**src/rtl/lr_pkg.sv**
```systemverilog
// ----------------------------------------------------------------------------
// lr_pkg
// Shared types and constants of the line rasterizer.
// ----------------------------------------------------------------------------
package lr_pkg;

    localparam int CLIP_BITS    = 13;
    localparam int ADDR_BITS    = 24;
    localparam int COLOR_BITS   = 32;
    localparam int CFG_IDX_BITS = 4;

    localparam logic [CLIP_BITS-1:0] CLIP_WIDTH_RST  = 13'd1600;
    localparam logic [CLIP_BITS-1:0] CLIP_HEIGHT_RST = 13'd1200;

    // configuration register indexes
    localparam logic [CFG_IDX_BITS-1:0] CFG_CLIP_WIDTH  = 4'd0;
    localparam logic [CFG_IDX_BITS-1:0] CFG_CLIP_HEIGHT = 4'd1;

    typedef enum logic {
        FUNC_START = 1'b0,
        FUNC_STEP  = 1'b1
    } func_t;

    // control part of a queued command
    typedef struct packed {
        func_t kind;
        logic  step_x_neg;
        logic  step_y_neg;
    } cmd_ctl_t;

    // per-pixel flags between stepper and output stage
    typedef struct packed {
        logic in_clip;
        logic last;
    } pix_flags_t;

endpackage

```
**src/rtl/lr_if.sv**
```systemverilog
// ----------------------------------------------------------------------------
// lr_if
// Channel interfaces: command words in, configuration writes, pixel words out.
// ----------------------------------------------------------------------------
interface lr_cmd_if #(parameter int COORD_BITS = 13);
    import lr_pkg::*;

    logic                         valid;
    logic                         ready;
    logic                         func;
    logic signed [COORD_BITS-1:0] x_start;
    logic signed [COORD_BITS-1:0] y_start;
    logic signed [COORD_BITS-1:0] x_end;
    logic signed [COORD_BITS-1:0] y_end;
    logic [COLOR_BITS-1:0]        line_color;

    modport source (output valid, func, x_start, y_start, x_end, y_end, line_color,
                    input ready);
    modport sink   (input valid, func, x_start, y_start, x_end, y_end, line_color,
                    output ready);
endinterface

interface lr_cfg_if;
    import lr_pkg::*;

    logic                    valid;
    logic                    ready;
    logic [CFG_IDX_BITS-1:0] index;
    logic [CLIP_BITS-1:0]    data;

    modport source (output valid, index, data, input ready);
    modport sink   (input valid, index, data, output ready);
endinterface

interface lr_pix_if #(parameter int COORD_BITS = 13);
    import lr_pkg::*;

    logic                         valid;
    logic                         ready;
    logic signed [COORD_BITS-1:0] pixel_x;
    logic signed [COORD_BITS-1:0] pixel_y;
    logic [ADDR_BITS-1:0]         pixel_addr;
    logic [COLOR_BITS-1:0]        pixel_color;
    logic                         write_enable;
    logic                         last;

    modport source (output valid, pixel_x, pixel_y, pixel_addr, pixel_color, write_enable,
                    last, input ready);
    modport sink   (input valid, pixel_x, pixel_y, pixel_addr, pixel_color, write_enable,
                    last, output ready);
endinterface

```
**src/rtl/line_rasterizer_unit.sv**
```systemverilog
// ----------------------------------------------------------------------------
// line_rasterizer_unit
// Bresenham line stepper with clip and linear framebuffer address.
//
//   channel | dir | words
//   --------+-----+------------------------------------------------------
//   cmd     | in  | func 0 = start line (endpoints, color), func 1 = step
//   cfg     | in  | index 0 = clip_width, index 1 = clip_height
//   pix     | out | x, y, addr, color, write_enable, last per step word
//
// One word per clock sustained on cmd and pix while pix is not stalled; every
// step word on an active line yields one pixel word, other words yield none.
// From cmd accept to pix valid a word passes the queue, then the stepper
// register and then the address/output register (one 13x13 multiply + add).
// rst_n is asynchronous: clears the queue, the active-line flag and the
// output valid; clip registers return to 1600 x 1200.
// Backpressure on pix stalls the stepper only when it holds a pixel; the
// two-entry queue keeps cmd flowing until it fills.
// ----------------------------------------------------------------------------
module line_rasterizer_unit #(
    parameter int COORD_BITS = 13
) (
    input logic      clk,
    input logic      rst_n,
    lr_cmd_if.sink   cmd,
    lr_cfg_if.sink   cfg,
    lr_pix_if.source pix
);
    import lr_pkg::*;

    localparam int DW    = COORD_BITS + 1;
    localparam int EW    = COORD_BITS + 3;
    localparam int CMD_W = $bits(cmd_ctl_t) + 4 * COORD_BITS + 2 * DW + EW + COLOR_BITS;

    // front -> queue
    logic                         f_valid;
    logic                         f_ready;
    cmd_ctl_t                     f_ctl;
    logic signed [COORD_BITS-1:0] f_x0;
    logic signed [COORD_BITS-1:0] f_y0;
    logic signed [COORD_BITS-1:0] f_x1;
    logic signed [COORD_BITS-1:0] f_y1;
    logic signed [DW-1:0]         f_dx;
    logic signed [DW-1:0]         f_ndy;
    logic signed [EW-1:0]         f_err;
    logic [COLOR_BITS-1:0]        f_color;
    logic [CMD_W-1:0]             push_word;

    // queue -> stepper
    logic                         q_valid;
    logic                         q_ready;
    logic [CMD_W-1:0]             pop_word;
    cmd_ctl_t                     b_ctl;
    logic signed [COORD_BITS-1:0] b_x0;
    logic signed [COORD_BITS-1:0] b_y0;
    logic signed [COORD_BITS-1:0] b_x1;
    logic signed [COORD_BITS-1:0] b_y1;
    logic signed [DW-1:0]         b_dx;
    logic signed [DW-1:0]         b_ndy;
    logic signed [EW-1:0]         b_err;
    logic [COLOR_BITS-1:0]        b_color;

    // stepper -> output stage
    logic                         s_valid;
    logic                         s_ready;
    logic signed [COORD_BITS-1:0] s_x;
    logic signed [COORD_BITS-1:0] s_y;
    logic [COLOR_BITS-1:0]        s_color;
    pix_flags_t                   s_flags;

    logic [CLIP_BITS-1:0]         clip_width;
    logic [CLIP_BITS-1:0]         clip_height;

    lr_front #(.COORD_BITS(COORD_BITS)) u_front (
        .clk         (clk),
        .rst_n       (rst_n),
        .in_valid    (cmd.valid),
        .in_ready    (cmd.ready),
        .in_func     (cmd.func),
        .x_start     (cmd.x_start),
        .y_start     (cmd.y_start),
        .x_end       (cmd.x_end),
        .y_end       (cmd.y_end),
        .line_color  (cmd.line_color),
        .cfg_valid   (cfg.valid),
        .cfg_ready   (cfg.ready),
        .cfg_index   (cfg.index),
        .cfg_data    (cfg.data),
        .clip_width  (clip_width),
        .clip_height (clip_height),
        .push_valid  (f_valid),
        .push_ready  (f_ready),
        .ctl         (f_ctl),
        .x0          (f_x0),
        .y0          (f_y0),
        .x1          (f_x1),
        .y1          (f_y1),
        .delta_x     (f_dx),
        .neg_delta_y (f_ndy),
        .error_init  (f_err),
        .color       (f_color)
    );

    // queue word layout: control, endpoints, Bresenham terms, color
    assign push_word = {f_ctl, f_x0, f_y0, f_x1, f_y1, f_dx, f_ndy, f_err, f_color};

    lr_cmd_fifo #(.WIDTH(CMD_W)) u_queue (
        .clk        (clk),
        .rst_n      (rst_n),
        .push_valid (f_valid),
        .push_ready (f_ready),
        .push_data  (push_word),
        .pop_valid  (q_valid),
        .pop_ready  (q_ready),
        .pop_data   (pop_word)
    );

    assign {b_ctl, b_x0, b_y0, b_x1, b_y1, b_dx, b_ndy, b_err, b_color} = pop_word;

    lr_back #(.COORD_BITS(COORD_BITS)) u_back (
        .clk         (clk),
        .rst_n       (rst_n),
        .cmd_valid   (q_valid),
        .cmd_ready   (q_ready),
        .ctl         (b_ctl),
        .x0          (b_x0),
        .y0          (b_y0),
        .x1          (b_x1),
        .y1          (b_y1),
        .delta_x     (b_dx),
        .neg_delta_y (b_ndy),
        .error_init  (b_err),
        .color       (b_color),
        .clip_width  (clip_width),
        .clip_height (clip_height),
        .pix_valid   (s_valid),
        .pix_ready   (s_ready),
        .pix_x       (s_x),
        .pix_y       (s_y),
        .pix_color   (s_color),
        .pix_flags   (s_flags)
    );

    lr_pix_out #(.COORD_BITS(COORD_BITS)) u_pix_out (
        .clk          (clk),
        .rst_n        (rst_n),
        .in_valid     (s_valid),
        .in_ready     (s_ready),
        .in_x         (s_x),
        .in_y         (s_y),
        .in_color     (s_color),
        .in_flags     (s_flags),
        .clip_width   (clip_width),
        .out_valid    (pix.valid),
        .out_ready    (pix.ready),
        .pixel_x      (pix.pixel_x),
        .pixel_y      (pix.pixel_y),
        .pixel_addr   (pix.pixel_addr),
        .pixel_color  (pix.pixel_color),
        .write_enable (pix.write_enable),
        .last         (pix.last)
    );

endmodule

```
**src/rtl/lr_front.sv**
```systemverilog
// ----------------------------------------------------------------------------
// lr_front
// Takes command words and config writes; sets up Bresenham terms on start.
// ----------------------------------------------------------------------------
module lr_front #(
    parameter int COORD_BITS = 13
) (
    input  logic                              clk,
    input  logic                              rst_n,
    input  logic                              in_valid,
    output logic                              in_ready,
    input  logic                              in_func,
    input  logic signed [COORD_BITS-1:0]      x_start,
    input  logic signed [COORD_BITS-1:0]      y_start,
    input  logic signed [COORD_BITS-1:0]      x_end,
    input  logic signed [COORD_BITS-1:0]      y_end,
    input  logic [lr_pkg::COLOR_BITS-1:0]     line_color,
    input  logic                              cfg_valid,
    output logic                              cfg_ready,
    input  logic [lr_pkg::CFG_IDX_BITS-1:0]   cfg_index,
    input  logic [lr_pkg::CLIP_BITS-1:0]      cfg_data,
    output logic [lr_pkg::CLIP_BITS-1:0]      clip_width,
    output logic [lr_pkg::CLIP_BITS-1:0]      clip_height,
    output logic                              push_valid,
    input  logic                              push_ready,
    output lr_pkg::cmd_ctl_t                  ctl,
    output logic signed [COORD_BITS-1:0]      x0,
    output logic signed [COORD_BITS-1:0]      y0,
    output logic signed [COORD_BITS-1:0]      x1,
    output logic signed [COORD_BITS-1:0]      y1,
    output logic signed [COORD_BITS:0]        delta_x,
    output logic signed [COORD_BITS:0]        neg_delta_y,
    output logic signed [COORD_BITS+2:0]      error_init,
    output logic [lr_pkg::COLOR_BITS-1:0]     color
);
    import lr_pkg::*;

    localparam int DW = COORD_BITS + 1;
    localparam int EW = COORD_BITS + 3;

    logic [CLIP_BITS-1:0] clip_width_reg;
    logic [CLIP_BITS-1:0] clip_height_reg;
    logic signed [DW-1:0] dx_s;
    logic signed [DW-1:0] dy_s;

    // config writes; any other index is dropped
    always_ff @(posedge clk or negedge rst_n)
    begin
        if (!rst_n)
        begin
            clip_width_reg  <= CLIP_WIDTH_RST;
            clip_height_reg <= CLIP_HEIGHT_RST;
        end
        else if (cfg_valid)
        begin
            if (cfg_index == CFG_CLIP_WIDTH)
            begin
                clip_width_reg <= cfg_data;
            end
            if (cfg_index == CFG_CLIP_HEIGHT)
            begin
                clip_height_reg <= cfg_data;
            end
        end
    end

    assign cfg_ready   = 1'b1;
    assign clip_width  = clip_width_reg;
    assign clip_height = clip_height_reg;

    // setup arithmetic; the result only matters on a start word
    assign dx_s = DW'(x_end) - DW'(x_start);
    assign dy_s = DW'(y_end) - DW'(y_start);

    assign delta_x     = dx_s[DW-1] ? -dx_s : dx_s;
    assign neg_delta_y = dy_s[DW-1] ? dy_s : -dy_s;
    assign error_init  = EW'(delta_x) + EW'(neg_delta_y);

    assign ctl.kind       = func_t'(in_func);
    assign ctl.step_x_neg = dx_s[DW-1] | (dx_s == '0);
    assign ctl.step_y_neg = dy_s[DW-1] | (dy_s == '0);

    assign x0    = x_start;
    assign y0    = y_start;
    assign x1    = x_end;
    assign y1    = y_end;
    assign color = line_color;

    assign push_valid = in_valid;
    assign in_ready   = push_ready;

endmodule

```
**src/rtl/lr_cmd_fifo.sv**
```systemverilog
// ----------------------------------------------------------------------------
// lr_cmd_fifo
// Two-entry command queue between front and stepper.
// ----------------------------------------------------------------------------
module lr_cmd_fifo #(
    parameter int WIDTH = 8
) (
    input  logic             clk,
    input  logic             rst_n,
    input  logic             push_valid,
    output logic             push_ready,
    input  logic [WIDTH-1:0] push_data,
    output logic             pop_valid,
    input  logic             pop_ready,
    output logic [WIDTH-1:0] pop_data
);
    logic [WIDTH-1:0] mem_reg [2];
    logic             wr_ptr_reg;
    logic             rd_ptr_reg;
    logic [1:0]       count_reg;
    logic [1:0]       count_next;
    logic             push;
    logic             pop;

    assign push_ready = (count_reg != 2'd2);
    assign pop_valid  = (count_reg != 2'd0);
    assign pop_data   = mem_reg[rd_ptr_reg];
    assign push       = push_valid & push_ready;
    assign pop        = pop_valid & pop_ready;

    always_comb
    begin
        count_next = count_reg;
        if (push & ~pop)
        begin
            count_next = count_reg + 2'd1;
        end
        else if (pop & ~push)
        begin
            count_next = count_reg - 2'd1;
        end
    end

    always_ff @(posedge clk)
    begin
        if (push)
        begin
            mem_reg[wr_ptr_reg] <= push_data;
        end
    end

    always_ff @(posedge clk or negedge rst_n)
    begin
        if (!rst_n)
        begin
            wr_ptr_reg <= 1'b0;
            rd_ptr_reg <= 1'b0;
            count_reg  <= 2'd0;
        end
        else
        begin
            if (push)
            begin
                wr_ptr_reg <= ~wr_ptr_reg;
            end
            if (pop)
            begin
                rd_ptr_reg <= ~rd_ptr_reg;
            end
            count_reg <= count_next;
        end
    end

endmodule

```
**src/rtl/lr_back.sv**
```systemverilog
// ----------------------------------------------------------------------------
// lr_back
// Bresenham stepper: holds the line state, one pixel per active step word.
// ----------------------------------------------------------------------------
module lr_back #(
    parameter int COORD_BITS = 13
) (
    input  logic                              clk,
    input  logic                              rst_n,
    input  logic                              cmd_valid,
    output logic                              cmd_ready,
    input  lr_pkg::cmd_ctl_t                  ctl,
    input  logic signed [COORD_BITS-1:0]      x0,
    input  logic signed [COORD_BITS-1:0]      y0,
    input  logic signed [COORD_BITS-1:0]      x1,
    input  logic signed [COORD_BITS-1:0]      y1,
    input  logic signed [COORD_BITS:0]        delta_x,
    input  logic signed [COORD_BITS:0]        neg_delta_y,
    input  logic signed [COORD_BITS+2:0]      error_init,
    input  logic [lr_pkg::COLOR_BITS-1:0]     color,
    input  logic [lr_pkg::CLIP_BITS-1:0]      clip_width,
    input  logic [lr_pkg::CLIP_BITS-1:0]      clip_height,
    output logic                              pix_valid,
    input  logic                              pix_ready,
    output logic signed [COORD_BITS-1:0]      pix_x,
    output logic signed [COORD_BITS-1:0]      pix_y,
    output logic [lr_pkg::COLOR_BITS-1:0]     pix_color,
    output lr_pkg::pix_flags_t                pix_flags
);
    import lr_pkg::*;

    localparam int C  = COORD_BITS;
    localparam int DW = COORD_BITS + 1;
    localparam int EW = COORD_BITS + 3;
    localparam int CW = (COORD_BITS > CLIP_BITS) ? COORD_BITS : CLIP_BITS;

    // line state
    logic signed [C-1:0]   cur_x_reg;
    logic signed [C-1:0]   cur_y_reg;
    logic signed [C-1:0]   goal_x_reg;
    logic signed [C-1:0]   goal_y_reg;
    logic signed [DW-1:0]  delta_x_reg;
    logic signed [DW-1:0]  neg_delta_y_reg;
    logic                  step_x_neg_reg;
    logic                  step_y_neg_reg;
    logic signed [EW-1:0]  error_reg;
    logic [COLOR_BITS-1:0] color_reg;
    logic                  active_reg;

    // pixel stage
    logic                  pix_valid_reg;
    logic signed [C-1:0]   pix_x_reg;
    logic signed [C-1:0]   pix_y_reg;
    logic [COLOR_BITS-1:0] pix_color_reg;
    pix_flags_t            pix_flags_reg;

    logic                  slot_free;
    logic                  is_start;
    logic                  take;
    logic                  emit;
    logic                  in_clip;
    logic                  at_end;
    logic signed [EW:0]    e2;
    logic                  go_x;
    logic                  go_y;
    logic signed [EW-1:0]  error_next;
    logic signed [C-1:0]   x_inc;
    logic signed [C-1:0]   y_inc;

    assign slot_free = ~pix_valid_reg | pix_ready;
    assign is_start  = (ctl.kind == FUNC_START);
    // a start or an idle step never needs the pixel slot
    assign cmd_ready = is_start | ~active_reg | slot_free;
    assign take      = cmd_valid & cmd_ready;
    assign emit      = take & ~is_start & active_reg;

    assign in_clip = ~cur_x_reg[C-1] & ~cur_y_reg[C-1]
                   & (CW'($unsigned(cur_x_reg)) < CW'(clip_width))
                   & (CW'($unsigned(cur_y_reg)) < CW'(clip_height));
    assign at_end = (cur_x_reg == goal_x_reg) & (cur_y_reg == goal_y_reg);

    assign e2   = {error_reg, 1'b0};
    assign go_x = (e2 >= (EW+1)'(neg_delta_y_reg));
    assign go_y = (e2 <= (EW+1)'(delta_x_reg));

    assign error_next = error_reg
                      + (go_x ? EW'(neg_delta_y_reg) : '0)
                      + (go_y ? EW'(delta_x_reg) : '0);

    assign x_inc = step_x_neg_reg ? {C{1'b1}} : C'(1);
    assign y_inc = step_y_neg_reg ? {C{1'b1}} : C'(1);

    always_ff @(posedge clk)
    begin
        if (take & is_start)
        begin
            cur_x_reg       <= x0;
            cur_y_reg       <= y0;
            goal_x_reg      <= x1;
            goal_y_reg      <= y1;
            delta_x_reg     <= delta_x;
            neg_delta_y_reg <= neg_delta_y;
            step_x_neg_reg  <= ctl.step_x_neg;
            step_y_neg_reg  <= ctl.step_y_neg;
            error_reg       <= error_init;
            color_reg       <= color;
        end
        else if (emit & ~at_end)
        begin
            error_reg <= error_next;
            if (go_x)
            begin
                cur_x_reg <= cur_x_reg + x_inc;
            end
            if (go_y)
            begin
                cur_y_reg <= cur_y_reg + y_inc;
            end
        end
    end

    always_ff @(posedge clk or negedge rst_n)
    begin
        if (!rst_n)
        begin
            active_reg    <= 1'b0;
            pix_valid_reg <= 1'b0;
        end
        else
        begin
            if (take & is_start)
            begin
                active_reg <= 1'b1;
            end
            else if (emit & at_end)
            begin
                active_reg <= 1'b0;
            end

            if (emit)
            begin
                pix_valid_reg <= 1'b1;
            end
            else if (pix_ready)
            begin
                pix_valid_reg <= 1'b0;
            end
        end
    end

    always_ff @(posedge clk)
    begin
        if (emit)
        begin
            pix_x_reg             <= cur_x_reg;
            pix_y_reg             <= cur_y_reg;
            pix_color_reg         <= color_reg;
            pix_flags_reg.in_clip <= in_clip;
            pix_flags_reg.last    <= at_end;
        end
    end

    assign pix_valid = pix_valid_reg;
    assign pix_x     = pix_x_reg;
    assign pix_y     = pix_y_reg;
    assign pix_color = pix_color_reg;
    assign pix_flags = pix_flags_reg;

endmodule

```
**src/rtl/lr_pix_out.sv**
```systemverilog
// ----------------------------------------------------------------------------
// lr_pix_out
// Output register: forms the linear address and holds the pixel word.
// ----------------------------------------------------------------------------
module lr_pix_out #(
    parameter int COORD_BITS = 13
) (
    input  logic                              clk,
    input  logic                              rst_n,
    input  logic                              in_valid,
    output logic                              in_ready,
    input  logic signed [COORD_BITS-1:0]      in_x,
    input  logic signed [COORD_BITS-1:0]      in_y,
    input  logic [lr_pkg::COLOR_BITS-1:0]     in_color,
    input  lr_pkg::pix_flags_t                in_flags,
    input  logic [lr_pkg::CLIP_BITS-1:0]      clip_width,
    output logic                              out_valid,
    input  logic                              out_ready,
    output logic signed [COORD_BITS-1:0]      pixel_x,
    output logic signed [COORD_BITS-1:0]      pixel_y,
    output logic [lr_pkg::ADDR_BITS-1:0]      pixel_addr,
    output logic [lr_pkg::COLOR_BITS-1:0]     pixel_color,
    output logic                              write_enable,
    output logic                              last
);
    import lr_pkg::*;

    localparam int PW = (COORD_BITS + CLIP_BITS + 1 > ADDR_BITS) ?
                        (COORD_BITS + CLIP_BITS + 1) : ADDR_BITS;

    logic                         valid_reg;
    logic signed [COORD_BITS-1:0] x_reg;
    logic signed [COORD_BITS-1:0] y_reg;
    logic [ADDR_BITS-1:0]         addr_reg;
    logic [COLOR_BITS-1:0]        color_reg;
    logic                         we_reg;
    logic                         last_reg;
    logic                         load;
    logic [PW-1:0]                lin;

    assign in_ready = ~valid_reg | out_ready;
    assign load     = in_valid & in_ready;

    // y * stride + x; only meaningful inside the clip rectangle
    assign lin = PW'($unsigned(in_y)) * PW'(clip_width) + PW'($unsigned(in_x));

    always_ff @(posedge clk or negedge rst_n)
    begin
        if (!rst_n)
        begin
            valid_reg <= 1'b0;
        end
        else if (load)
        begin
            valid_reg <= 1'b1;
        end
        else if (out_ready)
        begin
            valid_reg <= 1'b0;
        end
    end

    always_ff @(posedge clk)
    begin
        if (load)
        begin
            x_reg     <= in_x;
            y_reg     <= in_y;
            addr_reg  <= in_flags.in_clip ? lin[ADDR_BITS-1:0] : '0;
            color_reg <= in_color;
            we_reg    <= in_flags.in_clip;
            last_reg  <= in_flags.last;
        end
    end

    assign out_valid    = valid_reg;
    assign pixel_x      = x_reg;
    assign pixel_y      = y_reg;
    assign pixel_addr   = addr_reg;
    assign pixel_color  = color_reg;
    assign write_enable = we_reg;
    assign last         = last_reg;

endmodule

```
**src/flat_wrapper.sv**
```systemverilog
// flat-port wrapper written by rule: the top's interface ports become plain ports
module line_rasterizer_unit_flat import lr_pkg::*;
#(
    parameter int COORD_BITS = 13
)
  (clk, rst_n, cmd_valid, cmd_func, cmd_x_start, cmd_y_start, cmd_x_end, cmd_y_end, cmd_line_color, cmd_ready, cfg_valid, cfg_index, cfg_data, cfg_ready, pix_valid, pix_pixel_x, pix_pixel_y, pix_pixel_addr, pix_pixel_color, pix_write_enable, pix_last, pix_ready);
  lr_cmd_if #(.COORD_BITS(COORD_BITS)) cmd_i ();
  lr_cfg_if cfg_i ();
  lr_pix_if #(.COORD_BITS(COORD_BITS)) pix_i ();
  input logic clk;
  input logic rst_n;
  input wire logic [$bits(cmd_i.valid)-1:0] cmd_valid;
  input wire logic [$bits(cmd_i.func)-1:0] cmd_func;
  input wire logic [$bits(cmd_i.x_start)-1:0] cmd_x_start;
  input wire logic [$bits(cmd_i.y_start)-1:0] cmd_y_start;
  input wire logic [$bits(cmd_i.x_end)-1:0] cmd_x_end;
  input wire logic [$bits(cmd_i.y_end)-1:0] cmd_y_end;
  input wire logic [$bits(cmd_i.line_color)-1:0] cmd_line_color;
  output wire logic [$bits(cmd_i.ready)-1:0] cmd_ready;
  input wire logic [$bits(cfg_i.valid)-1:0] cfg_valid;
  input wire logic [$bits(cfg_i.index)-1:0] cfg_index;
  input wire logic [$bits(cfg_i.data)-1:0] cfg_data;
  output wire logic [$bits(cfg_i.ready)-1:0] cfg_ready;
  output wire logic [$bits(pix_i.valid)-1:0] pix_valid;
  output wire logic [$bits(pix_i.pixel_x)-1:0] pix_pixel_x;
  output wire logic [$bits(pix_i.pixel_y)-1:0] pix_pixel_y;
  output wire logic [$bits(pix_i.pixel_addr)-1:0] pix_pixel_addr;
  output wire logic [$bits(pix_i.pixel_color)-1:0] pix_pixel_color;
  output wire logic [$bits(pix_i.write_enable)-1:0] pix_write_enable;
  output wire logic [$bits(pix_i.last)-1:0] pix_last;
  input wire logic [$bits(pix_i.ready)-1:0] pix_ready;
  assign cmd_i.valid = cmd_valid;
  assign cmd_i.func = cmd_func;
  assign cmd_i.x_start = cmd_x_start;
  assign cmd_i.y_start = cmd_y_start;
  assign cmd_i.x_end = cmd_x_end;
  assign cmd_i.y_end = cmd_y_end;
  assign cmd_i.line_color = cmd_line_color;
  assign cmd_ready = cmd_i.ready;
  assign cfg_i.valid = cfg_valid;
  assign cfg_i.index = cfg_index;
  assign cfg_i.data = cfg_data;
  assign cfg_ready = cfg_i.ready;
  assign pix_valid = pix_i.valid;
  assign pix_pixel_x = pix_i.pixel_x;
  assign pix_pixel_y = pix_i.pixel_y;
  assign pix_pixel_addr = pix_i.pixel_addr;
  assign pix_pixel_color = pix_i.pixel_color;
  assign pix_write_enable = pix_i.write_enable;
  assign pix_last = pix_i.last;
  assign pix_i.ready = pix_ready;
  line_rasterizer_unit #(.COORD_BITS(COORD_BITS)) u_core (.clk(clk), .rst_n(rst_n), .cmd(cmd_i), .cfg(cfg_i), .pix(pix_i));
endmodule
```
**config.mk**
```make
export PLATFORM = sky130hd
export DESIGN_NAME = line_rasterizer_unit_flat
export DESIGN_NICKNAME = d
export VERILOG_FILES = /design/src/rtl/lr_pkg.sv /design/src/rtl/lr_if.sv /design/src/rtl/line_rasterizer_unit.sv /design/src/rtl/lr_front.sv /design/src/rtl/lr_cmd_fifo.sv /design/src/rtl/lr_back.sv /design/src/rtl/lr_pix_out.sv /design/src/flat_wrapper.sv
export SDC_FILE = /design/constraint.sdc
export NUM_CORES = 1
export LEC_CHECK = 0
export ABC_AREA = 1
export BUFFER_PORTS_ARGS = -buffer_cell sky130_fd_sc_hd__clkbuf_2
export CORE_MARGIN = 5
export CORE_UTILIZATION = 31
export CTS_BUF_LIST = sky130_fd_sc_hd__clkbuf_4 sky130_fd_sc_hd__clkbuf_8
export DETAILED_ROUTE_END_ITERATION = 10
export GPL_TIMING_DRIVEN = 0
export SLEW_MARGIN = 20
export SYNTH_ARGS = -nofsm -noshare
export SYNTH_HDL_FRONTEND = slang
export SYNTH_HIERARCHICAL = 1
export SYNTH_SLANG_ARGS = --single-unit
```
**constraint.sdc**
```tcl
create_clock -name clk -period 16.8 [get_ports clk]
set_clock_uncertainty 0.2 [all_clocks]
set_input_delay 1.68 -clock clk [delete_from_list [all_inputs] [get_ports clk]]
set_output_delay 1.68 -clock clk [all_outputs]
set_load 0.01 [all_outputs]
```
==> summary.txt, run 1 <==
Area growth, synth to finish -> 14.9%
Cells after Synth -> 3,729
Mapped Area -> 34,700 sq um
Async set or reset register ratio after synthesis -> 5.80%
Buffers added on ports -> 158
CP Max Fanout -> 10
Clk Latency, worst-skew pair -> 0.74 ns
Worst path top cell family by delay -> adder cells
Crit path DAT -> 6.47 ns
Register area share after synthesis -> 48.7%
Commonest non-fill, non-tap cell in the layout -> nand2_1
Nets@finish -> 4,476
Place WS -> 10.57 ns
Share of cells above drive strength 1 -> 13.0%
Chip width -> 345 um
Met3 Use GR -> 2.30%
Hold Crit Class -> register to register
Worst relative slew slack -> 36.5%
Startpoint Class -> register
Sink Count -> 569
Crit path kind -> register to register
Top post-synthesis cells by area -> edfxtp_1 46%, nand2_1 13%, fa_1 8.6%, ha_1 7.7%, inv_1 7.4%
Global-route track usage on met2 -> 25.3%
# H-tree levels -> 3
Final wirelength -> 88,600 um
Io pins -> 194
WP data required -> 17.16 ns
Initial antenna violation count -> 2
Initial DRT Pass Iterations -> 5
Setup slack after layout -> 10.69 ns
Post-CTS setup buffers -> 0
Slew Limit Fails -> 0
Commonest non-fill, non-tap cells in the layout -> 1,238 x nand2_1, 687 x inv_1, 536 x edfxtp_1
Detailed placement HPWL -> 69,600 um
CTS Root Cell -> clkbuf_8
Total of max-cap violations -> 0
Worst-path clk slew -> 0.06 ns
Crit end category -> register
Sum of buffers and inverters on the critical path -> 6
GPL Wtd Cong -> 0.903
Number of filler cells placed in the layout -> 11,200
Maximum clock rate -> 164 MHz
Synth top area share -> 46.3%
Met1 Use GR -> 19.4%
Final Cycle Share -> 36.4%
Slew @ Worst Pin -> 0.953 ns
Total CTS buffers -> 95
CTS Hold Bufs -> 0
Post-synth EDFFs -> 536
Starting density of the core -> 31.3%
Gr busiest metal -> met2
Total track usage -> 14.7%
CTS tree -> built
Status -> complete, no violations
Post-synthesis cell type with the largest combined area -> edfxtp_1
Synthesized area per cell -> 9.32 sq um
Final antenna-violating net count -> 0
Final hold violations -> 0
First-pass GRT wire length -> 135,000 um
Max FFs per register -> 262
Row count -> 122
FF+latch count, synth -> 569
Netlist cell types -> 46
Final setup vio count -> 0
Vias in the first global route -> 23,800
Final min period -> 6.11 ns
Worst-path cell chain -> clkbuf_1 > nand2_1 > fa_1 > fa_1 > fa_1 > inv_1 > fa_1 > fa_1 > inv_1 > fa_1 > inv_1 > ha_1 > nand2_1 > inv_1 > a21oi_1 > inv_1 > a21oi_1 > nand2_1 > nand2_1 > nand2_1 > nor2_1
Slowest cell on crit path -> fa_1
Via density -> 4.39
Slowest stage delay, CP -> 0.60 ns
Synth Warn # -> 6
Area of the die -> 119,000 sq um
Iter 0 DRT Violations -> 1,721
Most frequent CP cell -> fa_1
Syn_nets -> 4,201
# DRC -> 0
Final TNS setup -> 0 ns
Pin count of the biggest net entering global routing -> 50
WL/cell -> 15.9 um
Post-cts gate resize count -> 0
Core ar. -> 111,000 sq um
GRT overflow -> 0
Chip height -> 345 um
Via Count -> 24,500
RSZ-0062 raised after global routing -> false
Synth Flop Type -> edfxtp_1
Longest Clk Path Bufs -> 3
cells by family (layout without fill, tap and decap cells):
group | after synthesis | in the layout | share of synthesized area, %
AO/OA/AOI/OAI | 223 | 223 | 3.44
XOR/XNOR | 54 | 54 | 1.36
adder cells (fa/ha/maj) | 365 | 365 | 16.4
buffers and inverters | 856 | 1206 | 10.6
flip-flops | 569 | 569 | 48.7
other | 1 | 2 | 0.0108
AND/OR/NAND/NOR | 1661 | 1661 | 19.4
final cells by class:
cell class	instances	area, sq um	share of cell area [%]
flip-flops and latches	569	16900	42.4
diodes	1	2.50	0.00627
multi-input cells	2304	14200	35.4
well taps	1488	1860	4.66
clock buffers	125	1560	3.90
clock inverters	47	468	1.17
plain buffers	162	1090	2.74
repair buffers	178	1260	3.15
inverters	694	2610	6.54
through the flow:
stage | hold WS [ns] | utilization, % | cells | instance area (sq um)
final | 0.192 | 36.0 | 5568 | 39900
after global routing | 0.200 | 36.0 | 5568 | 39900
after CTS | 0.182 | 36.0 | 5567 | 39900
after detailed placement | 0.205 | 34.2 | 5395 | 37900
after global placement | 0.201 | 33.7 | 5375 | 37400
after floorplan | 0.200 | - | 3729 | 34700
final timing paths:
path	cells after the start	startpoint	slack, ns	to
worst min register to register	0	u_core/u_back/color_reg[25]	0.19	u_core/u_back/pix_color[25]
worst max-delay path	21	u_core/u_back/pix_y[7]	10.69	u_core/u_pix_out/pixel_addr[16]
worst min-delay path	0	u_core/u_back/color_reg[25]	0.19	u_core/u_back/pix_color[25]
max in group asynchronous	1	rst_n	14.86	u_core/u_back/pix_valid
worst max register to register	21	u_core/u_back/pix_y[7]	10.69	u_core/u_pix_out/pixel_addr[16]
min in group asynchronous	1	rst_n	0.88	u_core/u_front/clip_height[12]
Yosys cell counts, types with 2 or more instances:
library cell	count
buf_1	3
nand3_2	4
nor2_2	6
or2_1	2
and2_1	4
nor2_4	4
nand4_1	33
buf_2	12
nand2_1	1238
xor2_1	32
dfstp_2	7
clkbuf_1	36
a21oi_1	100
o21ai_0	86
ha_1	215
edfxtp_1	536
o21a_1	3
fa_1	150
buf_4	100
o21bai_1	5
a31oi_1	21
nand2b_1	2
buf_6	10
nor3_1	15
nand2_4	2
inv_2	5
inv_1	688
a21o_1	4
dfrtp_1	26
nand2_2	32
nand3_1	140
nor2_1	162
xnor2_1	22
nand3b_1	8
or2_2	5
per-layer routing:
| metal | share of wire [%] | routed length (um) | up-vias |
|---|---|---|---|
| li1 | - | - | 12300 |
| met1 | 43 | 38500 | 11500 |
| met2 | 48 | 42900 | 610 |
| met3 | 5.9 | 5190 | 112 |
| met4 | 2.3 | 2070 | 0 |
| met5 | 0 | 0 | - |
Power of run 1 is not shown: default switching activity piles up to over one toggle a cycle in this logic, so the estimate is an artifact.
==> inputs of run 2 (changes only) <==
==> constraint.sdc (replaced) <==
create_clock -name clk -period 5.7 [get_ports clk]
set_clock_uncertainty 0.2 [all_clocks]
set_input_delay 0.57 -clock clk [delete_from_list [all_inputs] [get_ports clk]]
set_output_delay 0.57 -clock clk [all_outputs]
set_load 0.01 [all_outputs]
==> run 2 against run 1 <==
  * Utilization rose by 1.5 points
  * Fmax rose by 9.8%
  * Clock-buffer cell count did not move
  * Register-to-register slack got worse by 11 ns
  * Via count rose by 2.4%
  * Cell count rose by 2.5%
  * Critical endpoint is now u_core/u_pix_out/pixel_addr[13]
==> summary.txt, run 2 (synthesis results as in run 1) <==
Status -> complete, no violations
Total CTS buffers -> 95
Chip width -> 345 um
Worst-case hold path end point -> u_core/u_queue/wr_ptr_reg
Core ar. -> 111,000 sq um
WP data required -> 5.98 ns
Slew @ Worst Pin -> 0.965 ns
Worst relative slew slack -> 35.7%
GPL Wtd Cong -> 0.903
Row count -> 122
Worst Hold Slack -> 0.137 ns
Slowest cell on crit path -> fa_1
Commonest non-fill, non-tap cell in the layout -> nand2_1
Area of the die -> 119,000 sq um
Final setup vio count -> 0
Worst-path clk slew -> 0.06 ns
Slowest stage delay, CP -> 0.54 ns
Chip height -> 345 um
Via Count -> 25,000
CTS Root Cell -> clkbuf_8
Hold_sp -> cmd_valid
Via density -> 4.39
Worst path top cell family by delay -> adder cells
Clk Latency, worst-skew pair -> 0.74 ns
Final antenna-violating net count -> 0
Share of cells above drive strength 1 -> 15.7%
Final wirelength -> 90,100 um
Initial antenna violation count -> 2
DP Cell Count -> 5,395
RSZ-0062 raised after global routing -> true
Hold Crit Class -> input pin to register
Longest Clk Path Bufs -> 3
Number of filler cells placed in the layout -> 11,100
First-pass GRT wire length -> 137,000 um
Max FFs per register -> 262
Crit path DAT -> 5.84 ns
Final std cells w/o fill -> 5,706
Slew Limit Fails -> 0
Startpoint Class -> register
Io pins -> 194
Detailed placement HPWL -> 69,600 um
Area growth, synth to finish -> 19.8%
R2R Setup Slk -> 0.14 ns
Sum of buffers and inverters on the critical path -> 9
Final hold violations -> 0
CTS tree -> built
# H-tree levels -> 3
Reg-to-Reg Start -> u_core/u_back/pix_y[7]
Crit end category -> register
Total of max-cap violations -> 0
Iter 0 DRT Violations -> 1,819
Nets@finish -> 4,614
Total track usage -> 14.9%
Starting density of the core -> 31.3%
Buffers added on ports -> 158
Initial DRT Pass Iterations -> 6
Pin count of the biggest net entering global routing -> 50
Commonest non-fill, non-tap cells in the layout -> 1,218 x nand2_1, 676 x inv_1, 536 x edfxtp_1
GRT overflow -> 0
Final min period -> 5.56 ns
R2R depth -> 25
Final Cycle Share -> 97.5%
WL/cell -> 15.8 um
Post-layout util -> 37.5%
WHS Path Cells -> 3
Capturing point of the worst reg2reg path -> u_core/u_pix_out/pixel_addr[13]
Crit path kind -> register to register
Maximum clock rate -> 180 MHz
Sink Count -> 569
# DRC -> 0
Vias in the first global route -> 24,300
CP Max Fanout -> 5
run 2: cell types whose count changed in the layout (fill, tap and decap cells not counted), sizes merged:
cell,delta
dlygate4sd3,+100
buf,+59
clkbuf,-21
run 2: stage by stage:
step,setup TNS [ns],worst slack [ns],cell area [sq um]
2_1_floorplan,-346.71,-1.32,34700
3_3_place_gp,-1638.51,-5.11,37400
3_5_place_dp,-4.46,-0.389,37900
4_1_cts,0,0.00366,41100
5_1_grt,-0.255,-0.0466,41600
6_report,0,0.141,41600
run 2: how the worst max path moves through the flow:
stage          cells after the start              startpoint  slack, ns                               to
4_1_cts                           25  u_core/u_back/pix_y[8]      0.004  u_core/u_pix_out/pixel_addr[22]
5_1_grt                           22  u_core/u_back/pix_y[5]      -0.05  u_core/u_pix_out/pixel_addr[16]
6_report                          25  u_core/u_back/pix_y[7]       0.14  u_core/u_pix_out/pixel_addr[13]
2_1_floorplan                      3               cmd_valid      -1.32     u_core/u_queue/mem_reg[0][0]
3_3_place_gp                       3               cmd_valid      -5.11     u_core/u_queue/mem_reg[0][0]
3_5_place_dp                      21  u_core/u_back/pix_y[7]      -0.39  u_core/u_pix_out/pixel_addr[16]
run 2: worst reg2reg max path: cells and delay by family (launching register included):
family	cells	cell delay (ns)
AO/OA/AOI/OAI	1	0.17
flip-flops	1	0.47
AND/OR/NAND/NOR	8	0.58
buffers and inverters	9	0.55
adder cells (fa/ha/maj)	7	3.36
run 2: final cells by class:
class                           count  area [sq um]  share of cell area, %
Antenna cell                        1          2.50                0.00601
Sequential cell                   569         16900                   40.7
Clock buffer                      125          1560                   3.74
Inverter                          694          2610                   6.27
Buffer                            151          1130                   2.73
Clock inverter                     47           468                   1.12
Tap cell                         1488          1860                   4.47
Timing Repair Buffer              327          2660                   6.40
Multi-Input combinational cell   2304         14400                   34.6
run 2: what timing repair did:
action / 4_1_cts / 5_1_grt
endpoints found under the hold margin: 224 / 0
endpoints found under the setup margin: 15 / 15
hold buffers: 100 / 0
pin swaps: 0 / 31
buffers inserted: 11 / 38
gates resized for setup: 40 / 87
run 2: layer usage:
metal / global-route usage, % / up-vias / part of all wire (%)
met5: 0 / - / 0
met4: 4.64 / 0 / 2.6
met1: 19.6 / 11800 / 43
met2: 25.5 / 593 / 49
met3: 2.27 / 118 / 5.4
li1: - / 12500 / -
Power of run 2 is left out for the same reason.
